File: src/rtl/tapc_pkg.sv
// Shared types, widths, register map and step schedule for the three-axis PID block.
// No dependencies; every other file of the block imports it.
package tapc_pkg;

  localparam int unsigned AxesDefault = 3;
  localparam int unsigned FieldW      = 32;
  localparam int unsigned ErrW        = 33;
  localparam int unsigned SumW        = 34;
  localparam int unsigned IntegW      = 48;
  localparam int unsigned OpW         = 48;
  localparam int unsigned DigitW      = 16;
  localparam int unsigned ProdW       = DigitW + 1 + FieldW + 1;
  localparam int unsigned AreaW       = 67;
  localparam int unsigned AccW        = 82;
  localparam int unsigned StepW       = 4;
  localparam int unsigned AddrW       = 5;
  localparam int unsigned DataW       = 32;

  localparam logic [31:0] GainPReset      = 32'd335544;
  localparam logic [31:0] GainIReset      = 32'd0;
  localparam logic [31:0] GainDReset      = 32'd80531;
  localparam logic [31:0] HalfPeriodReset = 32'd4294967;
  localparam logic        EnableReset     = 1'b1;

  localparam logic [2:0] RegGainP      = 3'd0;
  localparam logic [2:0] RegGainI      = 3'd1;
  localparam logic [2:0] RegGainD      = 3'd2;
  localparam logic [2:0] RegHalfPeriod = 3'd3;
  localparam logic [2:0] RegEnable     = 3'd4;

  // per-item schedule, three 16-bit digits per product
  localparam logic [StepW-1:0] StepPrep     = 4'd0;
  localparam logic [StepW-1:0] StepArea     = 4'd1;
  localparam logic [StepW-1:0] StepErr      = 4'd4;
  localparam logic [StepW-1:0] StepIntegUpd = 4'd5;
  localparam logic [StepW-1:0] StepDiff     = 4'd7;
  localparam logic [StepW-1:0] StepInteg    = 4'd10;
  localparam logic [StepW-1:0] StepMulEnd   = 4'd13;
  localparam logic [StepW-1:0] StepLast     = 4'd14;

  typedef enum logic [1:0] {
    TagNone  = 2'd0,
    TagArea  = 2'd1,
    TagDrive = 2'd2
  } tag_e;

  typedef enum logic [2:0] {
    StIdle = 3'b001,
    StRun  = 3'b010,
    StHold = 3'b100
  } state_e;

  typedef struct packed {
    logic             start;
    logic             active;
    logic [StepW-1:0] step;
  } ctrl_t;

  typedef struct packed {
    logic [FieldW-1:0] gain_p;
    logic [FieldW-1:0] gain_i;
    logic [FieldW-1:0] gain_d;
    logic [FieldW-1:0] half_period;
  } cfg_t;

endpackage

File: src/rtl/tapc_merge.sv
// Output stage: gathers the lane drives into one result beat, applies the enable.
// Depends on tapc_pkg.
module tapc_merge
  import tapc_pkg::*;
#(
  parameter int unsigned Axes = AxesDefault
) (
  input  logic                          clk_i,
  input  logic                          rst_ni,
  input  logic                          load_i,
  input  logic                          enable_i,
  input  logic [Axes-1:0][FieldW-1:0]   drive_i,
  input  logic                          m_ready_i,
  output logic                          m_valid_o,
  output logic [Axes*FieldW-1:0]        m_data_o,
  output logic                          free_o
);

  logic                        valid_q, valid_d;
  logic [Axes-1:0][FieldW-1:0] data_q;

  assign free_o = !valid_q || m_ready_i;

  always_comb begin
    valid_d = valid_q;
    if (load_i) begin
      valid_d = 1'b1;
    end else if (m_ready_i) begin
      valid_d = 1'b0;
    end
  end

  always_ff @(posedge clk_i or negedge rst_ni) begin
    if (!rst_ni) begin
      valid_q <= 1'b0;
    end else begin
      valid_q <= valid_d;
    end
  end

  always_ff @(posedge clk_i) begin
    if (load_i) begin
      data_q <= enable_i ? drive_i : '0;
    end
  end

  assign m_valid_o = valid_q;
  assign m_data_o  = data_q;

endmodule

File: config.mk
export PLATFORM = sky130hd
export DESIGN_NAME = tapc_merge
export DESIGN_NICKNAME = d
export VERILOG_FILES = /design/src/rtl/tapc_pkg.sv /design/src/rtl/tapc_merge.sv
export SDC_FILE = /design/constraint.sdc
export NUM_CORES = 1
export LEC_CHECK = 0
export ABC_AREA = 1
export BUFFER_PORTS_ARGS = -buffer_cell sky130_fd_sc_hd__buf_2
export CAP_MARGIN = 20
export CORE_ASPECT_RATIO = 0.9
export CORE_MARGIN = 10
export CORE_UTILIZATION = 30
export CTS_CLUSTER_SIZE = 40
export DETAILED_ROUTE_END_ITERATION = 8
export SKIP_LAST_GASP = 1
export SLEW_MARGIN = 25
export SYNTH_ARGS = -nofsm -noshare
export SYNTH_HDL_FRONTEND = slang
export SYNTH_SLANG_ARGS = --single-unit
File: constraint.sdc
create_clock -name clk_i -period 1.68 [get_ports clk_i]
set_clock_uncertainty 0.1 [all_clocks]
set_input_delay 0.336 -clock clk_i [delete_from_list [all_inputs] [get_ports clk_i]]
set_output_delay 0.336 -clock clk_i [all_outputs]
set_load 0.005 [all_outputs]
==> results of run 1 <==
## sequential cells by signal, indices dropped and copies added, names as in the netlist
register   count
m_valid_o      1
m_data_o      96
## path summary, 6_finish.rpt
kind	to	slack (ps)	start
max in group asynchronous	m_valid_o	1190	rst_ni
worst max-delay path	free_o	330	m_valid_o
min in group asynchronous	m_valid_o	210	rst_ni
worst min register to register	m_valid_o	410	m_valid_o
worst max register to register	m_valid_o	950	m_valid_o
worst min-delay path	m_data_o[45]	150	drive_i[45]
## logic make-up (layout without fill, tap and decap cells)
family | count (synthesis) | count (layout) | share of synthesized area [%]
buffers and inverters | 109 | 314 | 12.2
flip-flops | 97 | 97 | 77.3
AND/OR/NAND/NOR | 98 | 98 | 10.4
## layer usage
metal	global-route usage (%)	share of wire [%]
met3	7.21	14
met5	0	0
met1	11.9	39
met2	16.3	46
met4	3.72	1.4
## cells in the mapped netlist
cell type / number
inv_1: 88
buf_8: 1
buf_2: 5
inv_2: 10
buf_4: 1
dfrtp_1: 1
nand2_1: 88
edfxtp_1: 96
buf_6: 4
nand2_2: 10
## placed cells by master, fill, tap and decap left out
cell type | netlist | final
buf_12 | 0 | 2
nand2_2 | 10 | 10
inv_2 | 10 | 10
dlygate4sd3_1 | 0 | 1
clkinv_1 | 0 | 1
inv_1 | 88 | 88
clkinv_2 | 0 | 2
clkinvlp_4 | 0 | 3
edfxtp_1 | 96 | 96
buf_4 | 1 | 2
buf_2 | 5 | 196
nand2_1 | 88 | 88
clkbuf_16 | 0 | 9
dfrtp_1 | 1 | 1
## worst register-to-register path, delay by kind of cell (launching register included)
kind / cells / cell delay [ps]
DFF: 1 / 380
and+or+nand+nor: 2 / 140
## report_power, final
group / switching, uW / leakage (uW) / internal, uW / total, uW
registers: 46.2 / 0.000936 / 2870 / 2920
logic: 286 / 0.00177 / 255 / 540
clock network: 819 / 0.000121 / 983 / 1800
## layout make-up
type	instances	area, um^2	share of cell area (%)
Clock inverter	6	36.3	0.701
Timing Repair Buffer	201	1050	20.2
Sequential cell	97	2910	56.2
Inverter	98	368	7.11
Tap cell	160	200	3.87
Multi-Input combinational cell	98	393	7.59
Clock buffer	9	225	4.35
## repair_timing
item	CTS	global route
hold buffers	1	0
setup buffers	0	0
gates resized for setup	0	0
setup endpoints to repair	0	0
endpoints found under the hold margin	1	0
## metrics by stage
| step | cells | util [%] |
|---|---|---|
| finish | 669 | 42.5 |
| global route | 669 | 42.5 |
| CTS | 669 | 42.5 |
| detailed placement | 653 | 40.3 |
| global placement | 653 | 40.3 |
| floorplan | 304 | - |
==> metrics, run 1 <==
run status finished, final reports clean; Post-DRT Antenna Nets 0; post-route design area 5180 um^2; critical path depth 2; GRT overflow 0; Synth Register Bits 97; CP delay by family, top flip-flops; Cell variety after synth 10; fin nets 606; Critical Path Source Type flop; IO buf count 198; die area 17,400 um^2; DIE WIDTH 138 um; Mapped Nets 405; largest cells by area after synthesis edfxtp_1 (77%), inv_1 (8.8%), nand2_1 (8.8%); Setup-failing EPs final 0; number of max-cap violations 0; first-pass GRT wire length 14.8 mm; Seq/Total Area, Yosys 77.3%; RSZ-0062 raised after global routing no; Crit path largest cell delay 380 ps; H-tree depth 3; CP Buf/Inv Count 1; CTS root buffer clkbuf_16; hold path depth 3; fillers 1,206; final total power 5260 uW; clk_lat worst skew 330 ps; vias per inst 3.90; cells along the critical path nand2_1 > buf_2; Final Hold Vio Count 0; Die Height 126 um; mean post-synth cell area 12.4 um^2; site row count 38; Setup crit end kind output port; fin crit share 80.1%; initial antenna violation count 1; Worst Path Class, Setup flop to output port; top-area cell type share of the netlist area 76.6%; setup_tns 0 ps; PD cells 1020 nW/um^2; CP max stage cell dfrtp_1; Slew @ Worst Pin 975 ps; IO Count 199; largest net degree at the start of global routing 97; drt pass-1 iters 5; starting DRC count in detailed routing 86; Pins Over Slew Limit 0; minimum clock period 1350 ps; YS warnings 0; WP data arrival 910 ps; TritonCTS clock tree built; via count 2,610; Max Fclk 0.743 GHz; peak supply drop 0.627 mV; Fin Hold WS 153 ps; Routed WL 9.46 mm; final setup margin 334 ps; clk buf depth 2; Post-Syn Area 3760 um^2; share of cells above drive strength 1 46.0%; Reg clk slew, reported paths 60 ps; Routed WL per cell 14.1 um; post-place setup slack 71.8 ps; worst-path maximum fanout 2; Total GRT Usage 10.8%; Crit path required time 1240 ps; DRC Markers 0; Post-Synthesis Cells 304; DP Area 4900 um^2; area leader, netlist edfxtp_1; Final GP Congestion 0.724; Slew HR 35.0%; class of the worst hold path input pin to flop; leakage power 0.00282 uW; Area Overhead vs Synth 37.6%; TritonCTS Buffers 9; reg2reg path depth 2; Clock Sinks 97; Antenna diodes 0; initial core utilization 30.9%; vias in the first global route 2,699; dpl hpwl 7.34 mm; Core Footprint 12,200 um^2
Power figures use the tool's default switching activity.
==> inputs of run 2 (changes only) <==
==> constraint.sdc (replaced) <==
create_clock -name clk_i -period 1.1 [get_ports clk_i]
set_clock_uncertainty 0.1 [all_clocks]
set_input_delay 0.22 -clock clk_i [delete_from_list [all_inputs] [get_ports clk_i]]
set_output_delay 0.22 -clock clk_i [all_outputs]
set_load 0.005 [all_outputs]
==> run 2 against run 1 <==
The flow now finishes with violations (negative setup slack). Utilization is 0.85 points higher. First-iteration DRC count is 1.2% higher. Sequential power is 53% higher. Combinational power is 59% higher. Critical path type unchanged. Critical endpoint unchanged.
==> metrics, run 2 (synthesis results as in run 1) <==
run status finished, violations left; PD cells 1580 nW/um^2 (+56%); clk buf depth 2 (unchanged); Routed WL per cell 14.3 um (+1.2%); TritonCTS Buffers 9 (unchanged); CTS root buffer clkbuf_16; clock power share 36.3% (+2.0 points); worst-path maximum fanout 2 (unchanged); via count 2,627 (+0.65%); Max Fclk 0.821 GHz; Routed WL 9.68 mm (+2.3%); reg2reg path depth 4 (+2); internal power 6530 uW (+59%); drt pass-1 iters 4 (-1); initial core utilization 30.9% (unchanged); leading cell type in the layout, fill and taps excluded buf_2; clk_lat worst skew 330 ps (about the same); GRT overflow 0 (unchanged); final setup margin -118 ps (-452 ps); largest net degree at the start of global routing 51 (-47%); setup_tns -5800 ps (-5800 ps); Crit path required time 780 ps (-460 ps); Slew @ Worst Pin 219 ps (-756 ps); site row count 38 (unchanged); Setup crit end kind output port; Antenna diodes 0 (unchanged); number of max-cap violations 0 (unchanged); Final Hold Vio Count 0 (unchanged); Core Footprint 12,200 um^2 (unchanged); starting DRC count in detailed routing 87 (+1.2%); peak supply drop 1.01 mV (+62%); DRC Markers 0 (unchanged); max FFs per register 96 (unchanged); die area 17,400 um^2 (unchanged); Post-DRT Antenna Nets 0 (unchanged); sequential share of power 53.4% (-2.1 points); Finished Core Util 43.4% (+0.85 points); Die Height 126 um (unchanged); WP data arrival 900 ps (about the same); Fin Hold WS 32.4 ps (-121 ps); Worst Path Class, Setup flop to output port; dpl hpwl 7.68 mm (+4.6%); leakage power 0.00288 uW (+1.9%); class of the worst hold path input pin to flop; RSZ-0062 raised after global routing yes; Sw Ratio 21.8% (-0.13 points); DIE WIDTH 138 um (unchanged); Sw Pwr 1820 uW (+58%); Area Overhead vs Synth 40.4%; Reg clk slew, reported paths 60 ps (about the same); most frequent cells in the layout buf_2 (195), edfxtp_1 (96), inv_1 (88); minimum clock period 1220 ps; Clock Sinks 97 (unchanged); TritonCTS clock tree built; hold path depth 3 (unchanged); share of cells above drive strength 1 46.5% (+0.54 points); fin crit share 111%; H-tree depth 3 (unchanged); Total GRT Usage 11.1% (+0.32 points); IO Count 199 (unchanged); combinational power share 10.3% (about the same); initial antenna violation count 1 (unchanged); Slew HR 85.4% (+50 points); Critical Path Source Type flop; Setup-failing EPs final 98 (+98); failing checks negative setup slack; first-pass GRT wire length 15.3 mm (+3.6%); IO buf count 198 (unchanged); vias per inst 3.89 (-0.39%); vias in the first global route 2,830 (+4.9%); fin nets 612 (+0.99%); Pins Over Slew Limit 0 (unchanged); final total power 8350 uW (+59%); Final GP Congestion 0.731 (+1.1%)
[run 2: cell count changes in the layout (fill, tap and decap cells not counted), sizes merged]
cell and delta:
buf +6, bufinv +1, clkinv +1, clkinvlp -1
[run 2: power groups by stage]
stage / Sequential [uW] / Combinational [uW] / Clock (uW)
floorplan: 4580 / 203 / 0
global placement: 4530 / 858 / 0
detailed placement: 4540 / 874 / 0
CTS: 4460 / 883 / 3150
global route: 4490 / 975 / 3280
finish: 4460 / 859 / 3030
[run 2: through the flow]
stage / std cells / instance area, um^2 / setup slack (ps)
CTS: 675 / 5260 / -142
floorplan: 304 / 3760 / 58.7
global route: 676 / 5280 / -171
detailed placement: 657 / 4960 / 41.3
global placement: 657 / 4960 / 47.7
finish: 676 / 5280 / -118
[run 2: layout make-up]
class | count | area [um^2]
sequential | 97 | 2910
clock inverter | 7 | 61.3
clock buffer | 9 | 225
fill | 1211 | 6890
timing repair buffer | 207 | 1120
tap | 160 | 200
multi-input combinational | 98 | 395
inverter | 98 | 368
[run 2: worst paths after layout]
kind / start / end / slack (ps)
worst max-delay path: m_valid_o / free_o / -120
worst min-delay path: drive_i[75] / m_data_o[75] / 30
worst max register to register: m_valid_o / m_valid_o / 190
worst min register to register: m_valid_o / m_valid_o / 640
max in group asynchronous: rst_ni / m_valid_o / 720
min in group asynchronous: rst_ni / m_valid_o / 90
[run 2: routing by layer]
metal	part of all wire, %	routed length, um	up-vias	GRT usage (%)
met2	45	4380	132	17.0
met4	1.5	144	0	4.46
met1	39	3780	1165	11.6
li1	-	-	1320	-
met3	14	1370	10	7.85
met5	0	0	-	0
[run 2: repair_timing]
action	in CTS	in global routing
setup endpoints to repair	98	98
pin swaps	1	1
gates resized for setup	0	2
hold buffers	1	0
endpoints found under the hold margin	1	0
setup buffers	1	1
[run 2: critical path, cell delays in order, from the launching register on]
cell and delay (ps):
dfrtp_1 390, nand2_2 80, buf_6 90
