## src/rtl/tapc_pkg.sv

```systemverilog
// Shared types, widths, register map and step schedule for the three-axis PID block.
// No dependencies; every other file of the block imports it.
package tapc_pkg;

  localparam int unsigned AxesDefault = 3;
  localparam int unsigned FieldW      = 32;
  localparam int unsigned ErrW        = 33;
  localparam int unsigned SumW        = 34;
  localparam int unsigned IntegW      = 48;
  localparam int unsigned OpW         = 48;
  localparam int unsigned DigitW      = 16;
  localparam int unsigned ProdW       = DigitW + 1 + FieldW + 1;
  localparam int unsigned AreaW       = 67;
  localparam int unsigned AccW        = 82;
  localparam int unsigned StepW       = 4;
  localparam int unsigned AddrW       = 5;
  localparam int unsigned DataW       = 32;

  localparam logic [31:0] GainPReset      = 32'd335544;
  localparam logic [31:0] GainIReset      = 32'd0;
  localparam logic [31:0] GainDReset      = 32'd80531;
  localparam logic [31:0] HalfPeriodReset = 32'd4294967;
  localparam logic        EnableReset     = 1'b1;

  localparam logic [2:0] RegGainP      = 3'd0;
  localparam logic [2:0] RegGainI      = 3'd1;
  localparam logic [2:0] RegGainD      = 3'd2;
  localparam logic [2:0] RegHalfPeriod = 3'd3;
  localparam logic [2:0] RegEnable     = 3'd4;

  // per-item schedule, three 16-bit digits per product
  localparam logic [StepW-1:0] StepPrep     = 4'd0;
  localparam logic [StepW-1:0] StepArea     = 4'd1;
  localparam logic [StepW-1:0] StepErr      = 4'd4;
  localparam logic [StepW-1:0] StepIntegUpd = 4'd5;
  localparam logic [StepW-1:0] StepDiff     = 4'd7;
  localparam logic [StepW-1:0] StepInteg    = 4'd10;
  localparam logic [StepW-1:0] StepMulEnd   = 4'd13;
  localparam logic [StepW-1:0] StepLast     = 4'd14;

  typedef enum logic [1:0] {
    TagNone  = 2'd0,
    TagArea  = 2'd1,
    TagDrive = 2'd2
  } tag_e;

  typedef enum logic [2:0] {
    StIdle = 3'b001,
    StRun  = 3'b010,
    StHold = 3'b100
  } state_e;

  typedef struct packed {
    logic             start;
    logic             active;
    logic [StepW-1:0] step;
  } ctrl_t;

  typedef struct packed {
    logic [FieldW-1:0] gain_p;
    logic [FieldW-1:0] gain_i;
    logic [FieldW-1:0] gain_d;
    logic [FieldW-1:0] half_period;
  } cfg_t;

endpackage

```

## src/rtl/tapc_lane.sv

```systemverilog
// One axis: error, trapezoidal integrator and PID sum on a 17x33 multiplier
// stepped over 16-bit digits. Depends on tapc_pkg.
module tapc_lane
  import tapc_pkg::*;
(
  input  logic                     clk_i,
  input  logic                     rst_ni,
  input  ctrl_t                    ctrl_i,
  input  cfg_t                     cfg_i,
  input  logic signed [FieldW-1:0] target_i,
  input  logic signed [FieldW-1:0] measured_i,
  output logic signed [FieldW-1:0] drive_o
);

  logic signed [ErrW-1:0]   err_q;
  logic signed [ErrW-1:0]   last_err_q;
  logic signed [SumW-1:0]   sum_q;
  logic signed [SumW-1:0]   diff_q;
  logic signed [IntegW-1:0] integ_q, integ_d;
  logic signed [ProdW-1:0]  prod_q, prod_d;
  tag_e                     tag_q, tag_d;
  logic [1:0]               dig_q, dig_d;
  logic [AreaW-1:0]         area_q;
  logic [AccW-1:0]          acc_q;

  logic signed [OpW-1:0]    op;
  logic [FieldW-1:0]        gain;
  logic [StepW-1:0]         base;
  logic [StepW-1:0]         off;
  logic signed [DigitW:0]   digit;
  logic signed [AccW-1:0]   prod_ext;
  logic [AccW-1:0]          prod_sh;
  logic signed [SumW:0]     area;
  logic signed [IntegW:0]   integ_sum;
  logic signed [AccW-25:0]  drive_q58;
  logic                     drive_fits;

  // operand and digit for this step
  always_comb begin
    tag_d = TagNone;
    op    = '0;
    gain  = '0;
    base  = StepArea;
    if (ctrl_i.active) begin
      priority if (ctrl_i.step >= StepArea && ctrl_i.step < StepErr) begin
        tag_d = TagArea;
        op    = OpW'(sum_q);
        gain  = cfg_i.half_period;
        base  = StepArea;
      end else if (ctrl_i.step >= StepErr && ctrl_i.step < StepDiff) begin
        tag_d = TagDrive;
        op    = OpW'(err_q);
        gain  = cfg_i.gain_p;
        base  = StepErr;
      end else if (ctrl_i.step >= StepDiff && ctrl_i.step < StepInteg) begin
        tag_d = TagDrive;
        op    = OpW'(diff_q);
        gain  = cfg_i.gain_d;
        base  = StepDiff;
      end else if (ctrl_i.step >= StepInteg && ctrl_i.step < StepMulEnd) begin
        tag_d = TagDrive;
        op    = integ_q;
        gain  = cfg_i.gain_i;
        base  = StepInteg;
      end else begin
        tag_d = TagNone;
      end
    end
  end

  assign off    = ctrl_i.step - base;
  assign dig_d  = off[1:0];
  assign digit  = (dig_d == 2'd2) ? {op[OpW-1], op[OpW-1 -: DigitW]}
                                  : {1'b0, op[{dig_d, 4'b0000} +: DigitW]};
  assign prod_d = digit * $signed({1'b0, gain});

  assign prod_ext = AccW'(prod_q);
  assign prod_sh  = prod_ext <<< {dig_q, 4'b0000};

  // area is floor(sum * half_period / 2^32)
  assign area      = $signed(area_q[AreaW-1:32]);
  assign integ_sum = (IntegW+1)'(integ_q) + (IntegW+1)'(area);

  always_comb begin
    integ_d = integ_q;
    if (integ_sum[IntegW] != integ_sum[IntegW-1]) begin
      integ_d = integ_sum[IntegW] ? {1'b1, {(IntegW-1){1'b0}}}
                                  : {1'b0, {(IntegW-1){1'b1}}};
    end else begin
      integ_d = integ_sum[IntegW-1:0];
    end
  end

  // floor by 2^24, then saturate to 32 bits
  assign drive_q58  = $signed(acc_q[AccW-1:24]);
  assign drive_fits = (&drive_q58[AccW-25:FieldW-1]) || !(|drive_q58[AccW-25:FieldW-1]);
  assign drive_o    = drive_fits ? drive_q58[FieldW-1:0]
                    : (drive_q58[AccW-25] ? {1'b1, {(FieldW-1){1'b0}}}
                                          : {1'b0, {(FieldW-1){1'b1}}});

  always_ff @(posedge clk_i or negedge rst_ni) begin
    if (!rst_ni) begin
      tag_q      <= TagNone;
      last_err_q <= '0;
      integ_q    <= '0;
    end else begin
      tag_q <= tag_d;
      if (ctrl_i.active && ctrl_i.step == StepPrep) begin
        last_err_q <= err_q;
      end
      if (ctrl_i.active && ctrl_i.step == StepIntegUpd) begin
        integ_q <= integ_d;
      end
    end
  end

  always_ff @(posedge clk_i) begin
    prod_q <= prod_d;
    dig_q  <= dig_d;
    if (ctrl_i.start) begin
      err_q <= ErrW'(target_i) - ErrW'(measured_i);
    end
    if (ctrl_i.active && ctrl_i.step == StepPrep) begin
      sum_q  <= SumW'(last_err_q) + SumW'(err_q);
      diff_q <= SumW'(err_q) - SumW'(last_err_q);
      area_q <= '0;
      acc_q  <= '0;
    end else begin
      if (tag_q == TagArea) begin
        area_q <= area_q + prod_sh[AreaW-1:0];
      end
      if (tag_q == TagDrive) begin
        acc_q <= acc_q + prod_sh;
      end
    end
  end

endmodule

```

## config.mk

```make
export PLATFORM = sky130hd
export DESIGN_NAME = tapc_lane
export DESIGN_NICKNAME = d
export VERILOG_FILES = /design/src/rtl/tapc_pkg.sv /design/src/rtl/tapc_lane.sv
export SDC_FILE = /design/constraint.sdc
export NUM_CORES = 2
export LEC_CHECK = 0
export BUFFER_PORTS_ARGS = -buffer_cell sky130_fd_sc_hd__buf_2
export CORE_MARGIN = 5
export CORE_UTILIZATION = 40
export DETAILED_ROUTE_END_ITERATION = 8
export PLACE_DENSITY = 0.62
export RECOVER_POWER = 100
export SLEW_MARGIN = 20
export SYNTH_ARGS = -nofsm -noshare
export SYNTH_HDL_FRONTEND = slang
export SYNTH_SLANG_ARGS = --single-unit
```

## constraint.sdc

```tcl
create_clock -name clk_i -period 11.8 [get_ports clk_i]
set_input_delay 0 -clock clk_i [delete_from_list [all_inputs] [get_ports clk_i]]
set_output_delay 0 -clock clk_i [all_outputs]
set_load 0.02 [all_outputs]
```

==> impl_metrics.env <==
export IMPL_status="finished, violations left"
export IMPL_violations="capacitance limit, slew limit"
export IMPL_crit_path_end_kind="flop"
export IMPL_hold_class="input port to flop"
export IMPL_max_stage_delay_ns=1.45
export IMPL_critPathRequiredTime_ns=12.31
export IMPL_drt_iter0_markers=3322
export IMPL_cts_tree="yes"
export IMPL_drive_gt1_share_pct=6.155
export IMPL_nFillCells=12381
export IMPL_ys_ff_latch=384
export IMPL_power_frac_comb_pct=61.0
export IMPL_h_tree_depth=2
export IMPL_gr_usage_all_layers_pct=23.49
export IMPL_die_h_um=363.1
export IMPL_synth_area_leader_cell="fa_1"
export IMPL_portBuffers=231
export IMPL_min_period_over_period_pct=89.85
export IMPL_viasPerCell=5.606
export IMPL_r2r_start="err_q[2]"
export IMPL_arrival_ns=11.11
export IMPL_p_int_uw=5120
export IMPL_power_static_leakage_uw=0.02576
export IMPL_r2r_slack_ns=2.16
export IMPL_rsz0062_at_grt="no"
export IMPL_p_seq_share_pct=23.1
export IMPL_ys_warn_count=0
export IMPL_synth_cells=6228
export IMPL_r2r_end="prod_q[48]"
export IMPL_critical_path_startpoint="ctrl_i[0]"
export IMPL_ir_drop_v=0.0001356
export IMPL_ios=232
export IMPL_dp_hpwl_um=126200
export IMPL_drt_wl_total_um=159100
export IMPL_fp_dieW_um=363.1
export IMPL_finalSetupViolCount=0
export IMPL_netlist_top_cells_area="fa_1 18%, ha_1 11%, dfxtp_1 8.1%"
export IMPL_firstDrtPassIters=7
export IMPL_met3_usage_pct=4.136
export IMPL_post_cts_resized=0
export IMPL_core_area_um2=123800
export IMPL_dieArea_um2=131800
export IMPL_slew_headroom_pct=-182.6
export IMPL_grt_pass1_wl_um=248400
export IMPL_dp_cells=7826
export IMPL_period_minus_slack_ns=10.60
export IMPL_switchingPower_uw=4921
export IMPL_synth_edf_count=100
export IMPL_path_clk_slew_ns=0.06
export IMPL_antenna_left=0
export IMPL_vias=44807
export IMPL_crit_slowest_cell="clkbuf_1"
export IMPL_cts_setup_buffers=0
export IMPL_antenna_found_initial=13
export IMPL_clock_latency_ns=0.62
export IMPL_drc=0
export IMPL_instances_no_fill=7993
export IMPL_power_density_nw_per_um2=183.5
export IMPL_met2_usage_pct=38.13
export IMPL_worst_slew_pin_slew_ns=4.238
export IMPL_yosysSeqAreaShare_pct=18.26
export IMPL_grt_pass1_vias=44046
export IMPL_ys_types=106
export IMPL_r2r_cells=28
export IMPL_path_max_fanout=34
export IMPL_path_class="input port to flop"
export IMPL_grt_max_degree=92
export IMPL_crit_end="prod_q[48]"
export IMPL_clock_path_buffers=3
export IMPL_worstSetupStartpointType="input port"
export IMPL_syn_to_final_growth_pct=9.732
export IMPL_drv_cap=10
export IMPL_path_common_cell="fa_1"
export IMPL_hold_viol=0
export IMPL_synth_flop_cell="dfxtp_1"
export IMPL_cts_buffers=47
export IMPL_globalplace_congestion=0.9397
export IMPL_overflow=0
export IMPL_slew_viol_final=492
export IMPL_grtUsageMet1_pct=31.24
export IMPL_cts_root_buf="clkbuf_16"
export IMPL_syn_nets=7335
export IMPL_switching_share_pct=49.01
export IMPL_fmax_mhz=94.32
export IMPL_initial_core_util_pct=40.28
export IMPL_async_flop_share_pct=21.61
export IMPL_nNetsFinal=7421
export IMPL_syn_avg_cell_area_um2=8.007
export IMPL_row_count=129
export IMPL_finClkSkew_ns=0.03030
export IMPL_wl_per_cell_um=19.91
export IMPL_yosysTopAreaCellShare_pct=18.27
export IMPL_syn_area_um2=49870
export IMPL_clock_sinks=384
export IMPL_clkPwrFrac_pct=15.9
export IMPL_tns_ns=0
export IMPL_grt_busiest_layer="met2"
[synth_stat cells, types with 75 or more instances]
cell type  count
a21o_1       183
nand3_1       99
edfxtp_1     100
o21ai_0      371
xor2_1        98
xnor2_1      195
and2_1        88
dfrtp_1       83
clkbuf_1     272
a21oi_1      568
nor2_1       579
dfxtp_1      201
ha_1         452
fa_1         455
inv_1        697
nand2b_1      75
nand2_1      774
[state kept, by name, summed over array words and instances (netlist names)]
signal	count
dig_q	2
sum_q	34
diff_q	33
last_err_q	33
err_q	33
tag_q	2
area_q	67
prod_q	50
integ_q	48
acc_q	82
[logic make-up after synthesis]
group           Yosys count  share of synthesized area, %
flops                   384                         18.26
xor+xnor                294                         5.179
fa+ha+maj               914                         29.75
mux                      57                         1.169
compound gates         1626                         20.65
simple gates           1917                         17.04
buf+inv                1036                         7.954
[metal layers]
metal / wire [µm] / share of wire (%)
met1: 69590 / 44
met2: 71550 / 45
met3: 10730 / 6.7
met4: 7120 / 4.5
met5: 113 / 0.071
[cells in the final DEF (no fill, tap or decap), drive strengths merged, types with 65 or more instances in the layout]
cell type	n
fa	455
dfxtp	201
dfrtp	83
nand2b	75
nand2	775
edfxtp	100
buf	255
xnor2	196
ha	452
nand3	100
dlygate4sd3	75
o21bai	69
a21oi	569
o21ai	388
clkbuf	104
nand4	71
and2	90
nor2b	65
xor2	98
nor2	579
a21o	184
inv	700
[cell type report]
| cell class | count | area [µm²] | area share [%] |
|---|---|---|---|
| Clock buffer | 58 | 1289 | 2.355 |
| Sequential cell | 384 | 9107 | 16.64 |
| Tap cell | 1637 | 2048 | 3.743 |
| Multi-Input combinational cell | 4808 | 36910 | 67.46 |
| Inverter | 697 | 2618 | 4.783 |
| Clock inverter | 30 | 391.6 | 0.7157 |
| Antenna cell | 3 | 7.507 | 0.01372 |
| Timing Repair Buffer | 376 | 2347 | 4.289 |
[worst min path at each step]
stage / slack [ns] / from / end / depth (start not counted)
2_1_floorplan: -0.30 / rst_ni / integ_q[0] / 0
3_3_place_gp: 0.01 / rst_ni / last_err_q[14] / 1
3_5_place_dp: 0.01 / rst_ni / last_err_q[10] / 1
4_1_cts: 0.0004 / target_i[1] / err_q[2] / 4
5_1_grt: 0.04 / measured_i[8] / err_q[8] / 4
6_report: 0.03 / target_i[1] / err_q[2] / 4
[stage by stage]
stage / power (µW) / worst slack (ns) / cell area, µm² / util (%) / hold WS (ns)
detailed placement: 8337 / 2.051 / 52440 / 42.36 / 0.01264
finish: 10040 / 1.198 / 54720 / 44.20 / 0.02710
global route: 10820 / 0.7316 / 54710 / 44.20 / 0.04133
floorplan: 6645 / 2.695 / 49870 / - / -0.2956
global placement: 8272 / 2.302 / 52440 / 42.36 / 0.01372
CTS: 10010 / 2.153 / 54890 / 44.34 / 0.0003559
[critical path: cells and delay by family]
kind | cells | cell delay, ns
and+or+nand+nor | 5 | 0.86
adders and majority gates | 8 | 4.41
AOI/OAI and AO/OA | 12 | 3.04
buffers and inverters | 9 | 2.75
[what timing repair did]
| item | in CTS | in global routing |
|---|---|---|
| hold buffers | 76 | 0 |
| endpoints found under the setup margin | 0 | 0 |
| hold endpoints to repair | 67 | 0 |
[power groups by stage]
| stage | sequential (µW) | clock (µW) | combinational, µW |
|---|---|---|---|
| after floorplan | 2110 | 0 | 4530 |
| after detailed placement | 2320 | 0 | 6010 |
| after global placement | 2320 | 0 | 5960 |
| after global routing | 2360 | 1670 | 6800 |
| after CTS | 2300 | 1620 | 6090 |
| final | 2320 | 1590 | 6130 |
Note: power is estimated with default switching activity, not from simulation.
