## src/rtl/tapc_pkg.sv

```systemverilog
// Shared types, widths, register map and step schedule for the three-axis PID block.
// No dependencies; every other file of the block imports it.
package tapc_pkg;

  localparam int unsigned AxesDefault = 3;
  localparam int unsigned FieldW      = 32;
  localparam int unsigned ErrW        = 33;
  localparam int unsigned SumW        = 34;
  localparam int unsigned IntegW      = 48;
  localparam int unsigned OpW         = 48;
  localparam int unsigned DigitW      = 16;
  localparam int unsigned ProdW       = DigitW + 1 + FieldW + 1;
  localparam int unsigned AreaW       = 67;
  localparam int unsigned AccW        = 82;
  localparam int unsigned StepW       = 4;
  localparam int unsigned AddrW       = 5;
  localparam int unsigned DataW       = 32;

  localparam logic [31:0] GainPReset      = 32'd335544;
  localparam logic [31:0] GainIReset      = 32'd0;
  localparam logic [31:0] GainDReset      = 32'd80531;
  localparam logic [31:0] HalfPeriodReset = 32'd4294967;
  localparam logic        EnableReset     = 1'b1;

  localparam logic [2:0] RegGainP      = 3'd0;
  localparam logic [2:0] RegGainI      = 3'd1;
  localparam logic [2:0] RegGainD      = 3'd2;
  localparam logic [2:0] RegHalfPeriod = 3'd3;
  localparam logic [2:0] RegEnable     = 3'd4;

  // per-item schedule, three 16-bit digits per product
  localparam logic [StepW-1:0] StepPrep     = 4'd0;
  localparam logic [StepW-1:0] StepArea     = 4'd1;
  localparam logic [StepW-1:0] StepErr      = 4'd4;
  localparam logic [StepW-1:0] StepIntegUpd = 4'd5;
  localparam logic [StepW-1:0] StepDiff     = 4'd7;
  localparam logic [StepW-1:0] StepInteg    = 4'd10;
  localparam logic [StepW-1:0] StepMulEnd   = 4'd13;
  localparam logic [StepW-1:0] StepLast     = 4'd14;

  typedef enum logic [1:0] {
    TagNone  = 2'd0,
    TagArea  = 2'd1,
    TagDrive = 2'd2
  } tag_e;

  typedef enum logic [2:0] {
    StIdle = 3'b001,
    StRun  = 3'b010,
    StHold = 3'b100
  } state_e;

  typedef struct packed {
    logic             start;
    logic             active;
    logic [StepW-1:0] step;
  } ctrl_t;

  typedef struct packed {
    logic [FieldW-1:0] gain_p;
    logic [FieldW-1:0] gain_i;
    logic [FieldW-1:0] gain_d;
    logic [FieldW-1:0] half_period;
  } cfg_t;

endpackage

```

## src/rtl/tapc_seq.sv

```systemverilog
// Tick sequencer: input handshake, step counter shared by all lanes, result hand-off.
// Depends on tapc_pkg.
module tapc_seq
  import tapc_pkg::*;
(
  input  logic  clk_i,
  input  logic  rst_ni,
  input  logic  s_valid_i,
  input  logic  out_free_i,
  output logic  s_ready_o,
  output logic  load_o,
  output ctrl_t ctrl_o
);

  state_e           state_q, state_d;
  logic [StepW-1:0] step_q, step_d;
  logic             start;

  assign s_ready_o = (state_q == StIdle);
  assign start     = s_valid_i && s_ready_o;

  always_comb begin
    state_d = state_q;
    step_d  = step_q;
    load_o  = 1'b0;
    unique case (state_q)
      StIdle: begin
        if (start) begin
          state_d = StRun;
          step_d  = StepPrep;
        end
      end
      StRun: begin
        if (step_q == StepLast) begin
          if (out_free_i) begin
            load_o  = 1'b1;
            state_d = StIdle;
          end else begin
            state_d = StHold;
          end
        end else begin
          step_d = step_q + 4'd1;
        end
      end
      StHold: begin
        if (out_free_i) begin
          load_o  = 1'b1;
          state_d = StIdle;
        end
      end
      default: begin
        state_d = StIdle;
      end
    endcase
  end

  always_ff @(posedge clk_i or negedge rst_ni) begin
    if (!rst_ni) begin
      state_q <= StIdle;
      step_q  <= StepPrep;
    end else begin
      state_q <= state_d;
      step_q  <= step_d;
    end
  end

  assign ctrl_o.start  = start;
  assign ctrl_o.active = (state_q == StRun);
  assign ctrl_o.step   = step_q;

endmodule

```

## config.mk

```make
export PLATFORM = sky130hd
export DESIGN_NAME = tapc_seq
export DESIGN_NICKNAME = d
export VERILOG_FILES = /design/src/rtl/tapc_pkg.sv /design/src/rtl/tapc_seq.sv
export SDC_FILE = /design/constraint.sdc
export NUM_CORES = 1
export LEC_CHECK = 0
export BUFFER_PORTS_ARGS = -buffer_cell sky130_fd_sc_hd__clkbuf_2
export CORE_AREA = 2 2 39 41
export CTS_BUF_LIST = sky130_fd_sc_hd__clkbuf_4
export DETAILED_ROUTE_END_ITERATION = 7
export DIE_AREA = 0 0 41 43
export HOLD_SLACK_MARGIN = 0.03
export PLACE_DENSITY = 0.6
export SYNTH_ARGS = -nofsm -noshare
export SYNTH_HDL_FRONTEND = slang
export SYNTH_SLANG_ARGS = --single-unit
```

## constraint.sdc

```tcl
create_clock -name clk_i -period 1.8 [get_ports clk_i]
set_clock_uncertainty 0.2 [all_clocks]
set_input_delay 0.09 -clock clk_i [delete_from_list [all_inputs] [get_ports clk_i]]
set_output_delay 0.09 -clock clk_i [all_outputs]
set_load 0.1 [all_outputs]
```

==> results of run 1 <==
==> report_power, final <==
| part | internal [mW] | switching, mW |
|---|---|---|
| combinational | 0.340 | 0.619 |
| clock | 0.100 | 0.0672 |
| sequential | 0.226 | 0.0645 |
| total | 0.666 | 0.751 |
==> timing repair <==
action,in CTS,in global routing
endpoints found under the setup margin,2,8
hold buffers,4,0
gates resized for setup,5,2
endpoints found under the hold margin,10,0
pin swaps,1,2
buffers inserted,1,1
==> per-layer routing <==
layer | global-route usage | wire (um) | up-vias
li1 | - | - | 206
met1 | 0.223 | 499 | 208
met2 | 0.241 | 557 | 10
met3 | 0.0576 | 50 | 5
met4 | 0.120 | 38 | 0
met5 | 0 | 0 | -
==> flip-flops by register name (all words and copies together) (netlist names) <==
register / cells
step_q: 4
state_q: 3
==> metrics by stage <==
step	TNS [ns]	std cells	worst slack (ns)	power [mW]	utilization
CTS	-0.129	80	-0.129	1.39	0.524
finish	-0.103	81	-0.103	1.42	0.538
detailed placement	0	71	0.0625	1.18	0.453
global route	-0.240	81	-0.179	1.50	0.538
floorplan	-0.879	43	-0.529	0.956	-
global placement	0	71	0.0889	1.18	0.453
==> cell families after synthesis <==
kind of cell	after synthesis	share of synthesized area
fa+ha+maj	2	0.0568
compound gates	14	0.222
simple gates	14	0.233
buf+inv	6	0.0881
flops	7	0.401
==> cell usage after synthesis, types with 2 or more instances <==
library cell	number	area share
sky130_fd_sc_hd__nor3b_1	2	0.034
sky130_fd_sc_hd__inv_1	2	0.017
sky130_fd_sc_hd__a21oi_1	6	0.068
sky130_fd_sc_hd__and3_1	3	0.043
sky130_fd_sc_hd__ha_1	2	0.057
sky130_fd_sc_hd__o21ai_2	2	0.040
sky130_fd_sc_hd__dfrtp_1	6	0.34
sky130_fd_sc_hd__a311oi_1	2	0.040
==> cells in the final DEF, fill, tap and decap left out <==
| master | instances |
|---|---|
| sky130_fd_sc_hd__o211ai_1 | 1 |
| sky130_fd_sc_hd__and3_1 | 2 |
| sky130_fd_sc_hd__a311oi_1 | 2 |
| sky130_fd_sc_hd__or4b_1 | 1 |
| sky130_fd_sc_hd__dlygate4sd3_1 | 4 |
| sky130_fd_sc_hd__and2b_1 | 1 |
| sky130_fd_sc_hd__nor3b_4 | 2 |
| sky130_fd_sc_hd__a211o_1 | 1 |
| sky130_fd_sc_hd__inv_2 | 2 |
| sky130_fd_sc_hd__nor2_1 | 1 |
| sky130_fd_sc_hd__a211oi_1 | 1 |
| sky130_fd_sc_hd__buf_6 | 1 |
| sky130_fd_sc_hd__buf_12 | 4 |
| sky130_fd_sc_hd__nor2b_1 | 1 |
| sky130_fd_sc_hd__a21oi_1 | 5 |
| sky130_fd_sc_hd__or3b_4 | 1 |
| sky130_fd_sc_hd__dfrtp_2 | 2 |
| sky130_fd_sc_hd__dfrtp_1 | 2 |
| sky130_fd_sc_hd__clkinv_4 | 1 |
| sky130_fd_sc_hd__dfstp_2 | 1 |
| sky130_fd_sc_hd__nor4_1 | 1 |
| sky130_fd_sc_hd__ha_1 | 2 |
| sky130_fd_sc_hd__o21ai_2 | 2 |
| sky130_fd_sc_hd__o41ai_2 | 1 |
| sky130_fd_sc_hd__dfrtp_4 | 2 |
| sky130_fd_sc_hd__clkbuf_2 | 7 |
| sky130_fd_sc_hd__and3_4 | 1 |
| sky130_fd_sc_hd__nor3_1 | 1 |
| sky130_fd_sc_hd__buf_4 | 5 |
| sky130_fd_sc_hd__or2b_1 | 1 |
| sky130_fd_sc_hd__a21oi_4 | 1 |
| sky130_fd_sc_hd__clkbuf_4 | 4 |
| sky130_fd_sc_hd__nand4bb_4 | 1 |
==> worst max-delay path: cells and delay by family, from the launching register on <==
family	cells	cell delay [ns]
DFF	1	0.47
adders and majority gates	1	0.14
buffers and inverters	2	0.25
AOI/OAI and AO/OA	1	0.06
and+or+nand+nor	2	0.43
==> final cells by class <==
type	instances	area [um^2]	share of cell area
repair buffers	21	204	0.274
inverters	3	16.3	0.0218
multi-input cells	30	288	0.387
clock buffers	4	30.0	0.0403
well taps	16	20.0	0.0269
flip-flops and latches	7	186	0.250
==> worst min-delay path by stage <==
stage / cells after the start / end / slack [ns]
finish: 2 / state_q[0]$_DFFE_PN1P_ / 0.11
global route: 2 / state_q[0]$_DFFE_PN1P_ / 0.12
CTS: 2 / state_q[0]$_DFFE_PN1P_ / 0.11
detailed placement: 1 / step_q[1]$_DFFE_PN0P_ / -0.26
global placement: 1 / state_q[1]$_DFFE_PN0P_ / -0.26
floorplan: 0 / state_q[1]$_DFFE_PN0P_ / -0.41
==> results_dict.tcl, run 1 <==
set metrics [dict create \
    outcome "complete, but fails checks" \
    violations_in_the_final_reports "setup timing" \
    cpPeakStageDelay_ns 0.47 \
    number_of_antenna_violations_at_the_first_check_in_global_routing 0 \
    num_vias 429 \
    worst-slew-pin-transition_ns 0.540 \
    worst_hold_path_type "input pin to async pin" \
    seq_area_frac_synth 0.401 \
    timing.final.crit_share 1.06 \
    r2r-start "step_q[1]$_DFFE_PN0P_" \
    grt_pass1_vias 427 \
    post_synthesis_net_count 49 \
    design.die.area_mm2 0.00176 \
    worstReg2RegEnd "step_q[1]$_DFFE_PN0P_" \
    detail_route.vias_per_cell 5.30 \
    cp-start-kind "flop" \
    layout.nets 72 \
    netlist_instances 43 \
    areaGrowthSynthToFinish_pct 69.0 \
    finalWorstSetupSlack_ns -0.103 \
    cts.root.buffer_cell "sky130_fd_sc_hd__clkbuf_4" \
    timing.critical_path.cells "inv_2 > ha_1 > and3_4 > a21oi_4 > nor3b_4 > buf_12" \
    globalRoute.totalOverflow 0 \
    drt_drc_violations_left 0 \
    grt_first_pass_wirelength_mm 1.99 \
    drtPass1Iterations 3 \
    power_density_mw_per_mm2 1900 \
    rsz0062_at_grt "true" \
    crit_start "step_q[0]$_DFFE_PN0P_" \
    post_route_cells_drive_above_1_share 0.585 \
    totalWireLength_mm 1.15 \
    fillcell_total 138 \
    initial_core_util 0.318 \
    insertion_delay_ns 0.26 \
    die_h_um 43 \
    crit_end "load_o" \
    ios 12 \
    finish.instance_area_um2 744 \
    syn_area_um2 440 \
    timing.final.max_slew_violations 0 \
    io_buffers 11 \
    final_antenna_net_count 0 \
    synth.ff_latch_count 7 \
    criticalPathCategory "flop to primary output" \
    slew_headroom 0.642 \
    max_freq_mhz 525 \
    yosys_warning_total 0 \
    fp-row-count 14 \
    postSynth.topFlopCell "sky130_fd_sc_hd__dfrtp_1" \
    synth_edf_count 0 \
    grtUsageTotal 0.176 \
    final_setup_vio_count 1 \
    period_minus_slack_ns 1.90 \
    power.ir.vdd_worst_v 0.000881 \
    placeableCoreArea_mm2 0.00138 \
    cts.path.max_buffers 2 \
    antenna_cells_inserted 0 \
    post_synth_num_cell_types 26 \
    maxCapViolations 0 \
    cp_data_arrival_time_ns 1.61 \
    reg2reg_setup_slack_ns 0.04 \
    gp_congestion 0.680 \
    clock_sink_count 7 \
    placement.cell_area_um2 627 \
    crit_path_top_delay_cell "sky130_fd_sc_hd__dfrtp_4" \
    critPathCaptureType "primary output" \
    die_w_um 41 \
    cp_max_fo 2 \
    place_hpwl_um 755 \
    syn_area_per_cell_um2 10.2 \
    synthArstFlopShare 1.00 \
    drt-wirelength-per-cell_um 14.1 \
    tritoncts "yes" \
    crit_required_ns 1.51 \
    whs_ns 0.110 \
    worst_r2r_path_depth 6 \
    grt_max_degree 8 \
    hold_violations 0 \
    cts-htree-levels 1 \
    drt-initial-drc-count 3 \
    clkTransAtPathRegs_ns 0.05 \
    p_leak_nw 0.344 \
    number_of_buffers_created_by_cts 3 \
]
Note: power is estimated with default switching activity, not from simulation.
==> run 2, diff against run 1 <==
--- a/config.mk
+++ b/config.mk
@@ -5,13 +5,14 @@
 export SDC_FILE = /design/constraint.sdc
 export NUM_CORES = 1
 export LEC_CHECK = 0
+export ABC_AREA = 1
 export BUFFER_PORTS_ARGS = -buffer_cell sky130_fd_sc_hd__clkbuf_2
 export CORE_AREA = 2 2 39 41
 export CTS_BUF_LIST = sky130_fd_sc_hd__clkbuf_4
 export DETAILED_ROUTE_END_ITERATION = 7
 export DIE_AREA = 0 0 41 43
 export HOLD_SLACK_MARGIN = 0.03
-export PLACE_DENSITY = 0.6
+export PLACE_DENSITY = 0.64
 export SYNTH_ARGS = -nofsm -noshare
 export SYNTH_HDL_FRONTEND = slang
 export SYNTH_SLANG_ARGS = --single-unit
==> run 2 against run 1 <==
  * The run still ends with setup timing left
  * Worst setup slack better by 0.026 ns
  * Critical path depth is 3 higher
  * Die area stayed put
  * Clock-buffer cell count stayed put
  * Combinational power is 25% lower
  * Clock power is 7% lower
  * Critical path type unchanged
  * Critical endpoint unchanged
  * Largest cell class unchanged
==> results_dict.tcl, run 2 <==
set metrics [dict create \
    outcome "complete, but fails checks" \
    violations_in_the_final_reports "setup timing" \
    globalRoute.totalOverflow 0 \
    slew_headroom 0.636 \
    postSynth.topFlopCell "sky130_fd_sc_hd__dfrtp_1" \
    syn_area_um2 492 \
    totalWireLength_mm 1.11 \
    die_w_um 41 \
    synth_top_area_cell "sky130_fd_sc_hd__dfrtp_1" \
    ios 12 \
    io_buffers 11 \
    cp_max_fo 2 \
    largest_registers "step_q x4, state_q x3" \
    post_synthesis_net_count 72 \
    grt_first_pass_wirelength_mm 1.81 \
    syn_area_per_cell_um2 7.45 \
    grt_pass1_vias 443 \
    worst-slew-pin-transition_ns 0.548 \
    clock_sink_count 7 \
    power_density_mw_per_mm2 1500 \
    reg2reg_setup_slack_ns 0.09 \
    p_total_mw 1.14 \
    hold_violations 0 \
    antenna_cells_inserted 0 \
    synthArstFlopShare 1.00 \
    drt-initial-drc-count 5 \
    layout.cells.most_common "sky130_fd_sc_hd__nand2_1" \
    grtUsageTotal 0.160 \
    areaGrowthSynthToFinish_pct 54.5 \
    maxCapViolations 0 \
    rsz0062_at_grt "true" \
    max_freq_mhz 533 \
    timing.final.max_slew_violations 0 \
    timing.final.crit_share 1.04 \
    cts.path.max_buffers 2 \
    synth_edf_count 0 \
    cts.root.buffer_cell "sky130_fd_sc_hd__clkbuf_4" \
    detail_route.vias_per_cell 4.63 \
    final_antenna_net_count 0 \
    final_setup_vio_count 1 \
    clkTransAtPathRegs_ns 0.05 \
    placement.cell_area_um2 617 \
    largest_register_ff_count 4 \
    place_hpwl_um 706 \
    post_synth_num_cell_types 19 \
    cp_data_arrival_time_ns 1.59 \
    gp_congestion 0.754 \
    drt_drc_violations_left 0 \
    initial_core_util 0.355 \
    netlist_instances 66 \
    number_of_antenna_violations_at_the_first_check_in_global_routing 0 \
    num_vias 486 \
    design.die.area_mm2 0.00176 \
    criticalPathCategory "flop to primary output" \
    critPathCaptureType "primary output" \
    grt_max_degree 10 \
    finalWorstSetupSlack_ns -0.0770 \
    yosysMostFrequentCell "sky130_fd_sc_hd__nand2_1" \
    synth_top_cell_area_share 0.305 \
    power.ir.vdd_worst_v 0.000649 \
    netlist_top_cells_area "sky130_fd_sc_hd__dfrtp_1 31%, sky130_fd_sc_hd__nand2_1 12%, sky130_fd_sc_hd__nand3_1 7.1%" \
    synth.ff_latch_count 7 \
    placeableCoreArea_mm2 0.00138 \
    die_h_um 43 \
    post_route_cells_drive_above_1_share 0.517 \
    tritoncts "yes" \
    layout.nets 96 \
    place_ws_ns 0.145 \
    cp-start-kind "flop" \
    mostFrequentLayoutCells "14 x sky130_fd_sc_hd__nand2_1, 7 x sky130_fd_sc_hd__nor2_1, 7 x sky130_fd_sc_hd__nand3_1, 7 x sky130_fd_sc_hd__clkbuf_2, 6 x sky130_fd_sc_hd__buf_4" \
    seq_area_frac_synth 0.359 \
    fp-row-count 14 \
    worst_hold_path_type "input pin to async pin" \
    cts-htree-levels 1 \
    period_minus_slack_ns 1.88 \
    insertion_delay_ns 0.25 \
    crit_required_ns 1.51 \
    synthTopCellsByCount "16 x sky130_fd_sc_hd__nand2_1, 9 x sky130_fd_sc_hd__nor2_1, 7 x sky130_fd_sc_hd__nand3_1, 6 x sky130_fd_sc_hd__dfrtp_1, 5 x sky130_fd_sc_hd__inv_1" \
    max_flop_register "step_q" \
    drt-wirelength-per-cell_um 10.6 \
    p_leak_nw 0.377 \
    yosys_warning_total 0 \
    drtPass1Iterations 4 \
    finish.instance_area_um2 759 \
    number_of_buffers_created_by_cts 3 \
]
## run 2: changes by cell type after synthesis, moves of 4 or more
cell                      previous run  this run
sky130_fd_sc_hd__nand2_1             0        16
sky130_fd_sc_hd__inv_2               0         4
sky130_fd_sc_hd__nand3_1             0         7
sky130_fd_sc_hd__a21oi_1             6         0
sky130_fd_sc_hd__nor2_1              1         9
## run 2: routing by layer
layer / GRT usage / part of all wire
met1: 0.194 / 0.41
met2: 0.234 / 0.51
met3: 0.0314 / 0.069
met4: 0.120 / 0.016
met5: 0 / 0
## run 2: what timing repair did
action,CTS,global route
resized for setup,8,4
pin swaps,5,5
hold endpoints to repair,14,0
setup buffers,4,1
endpoints found under the setup margin,1,6
hold buffers,4,0
## run 2: critical path, stage by stage, from the launching register on
cell and delay (ns):
sky130_fd_sc_hd__dfrtp_4 0.49, sky130_fd_sc_hd__inv_4 0.07, sky130_fd_sc_hd__ha_4 0.13, sky130_fd_sc_hd__clkinv_4 0.05, sky130_fd_sc_hd__nor2_4 0.08, sky130_fd_sc_hd__inv_2 0.06, sky130_fd_sc_hd__nor2_4 0.11, sky130_fd_sc_hd__nor2_4 0.05
sky130_fd_sc_hd__nor2_4 0.13, sky130_fd_sc_hd__buf_12 0.18
## run 2: through the flow
stage	cells	TNS (ns)	hold slack [ns]	utilization
floorplan	66	-0.207	-0.406	-
global placement	93	0	-0.267	0.446
detailed placement	93	0	-0.258	0.446
CTS	105	-0.0682	0.134	0.543
global route	105	-0.140	0.149	0.549
finish	105	-0.0770	0.141	0.549
## run 2: worst paths after layout
kind | from | to | cells after the start
setup / recovery | step_q[0]$_DFFE_PN0P_ | load_o | 9
hold reg to reg | state_q[0]$_DFFE_PN1P_ | state_q[0]$_DFFE_PN1P_ | 2
hold / removal | rst_ni | state_q[0]$_DFFE_PN1P_ | 2
setup reg to reg | step_q[0]$_DFFE_PN0P_ | step_q[3]$_DFFE_PN0P_ | 11
max in group asynchronous | rst_ni | step_q[0]$_DFFE_PN0P_ | 3
min in group clk_i | state_q[0]$_DFFE_PN1P_ | state_q[0]$_DFFE_PN1P_ | 2
## run 2: area by class of cell
cell class / instances / area [um^2]
fill: 132 / 624
timing repair buffer: 20 / 165
multi-input combinational: 47 / 304
clock buffer: 4 / 30.0
tap: 16 / 20.0
sequential: 7 / 186
inverter: 11 / 53.8
## run 2: power by group
| part | switching, mW | total [mW] | leakage, nW | internal [mW] |
|---|---|---|---|---|
| Clock | 0.0565 | 0.156 | 0.0184 | 0.0995 |
| Combinational | 0.539 | 0.718 | 0.273 | 0.180 |
| Sequential | 0.0518 | 0.263 | 0.0854 | 0.211 |
| Total | 0.647 | 1.14 | 0.377 | 0.490 |
## run 2: kinds of logic after synthesis
| group | Yosys count | synth area share |
|---|---|---|
| adders and majority gates | 2 | 0.0509 |
| buffers and inverters | 12 | 0.109 |
| DFF | 7 | 0.359 |
| and+or+nand+nor | 43 | 0.453 |
| xor gates and xnor gates | 1 | 0.0178 |
| AOI/OAI and AO/OA | 1 | 0.0102 |
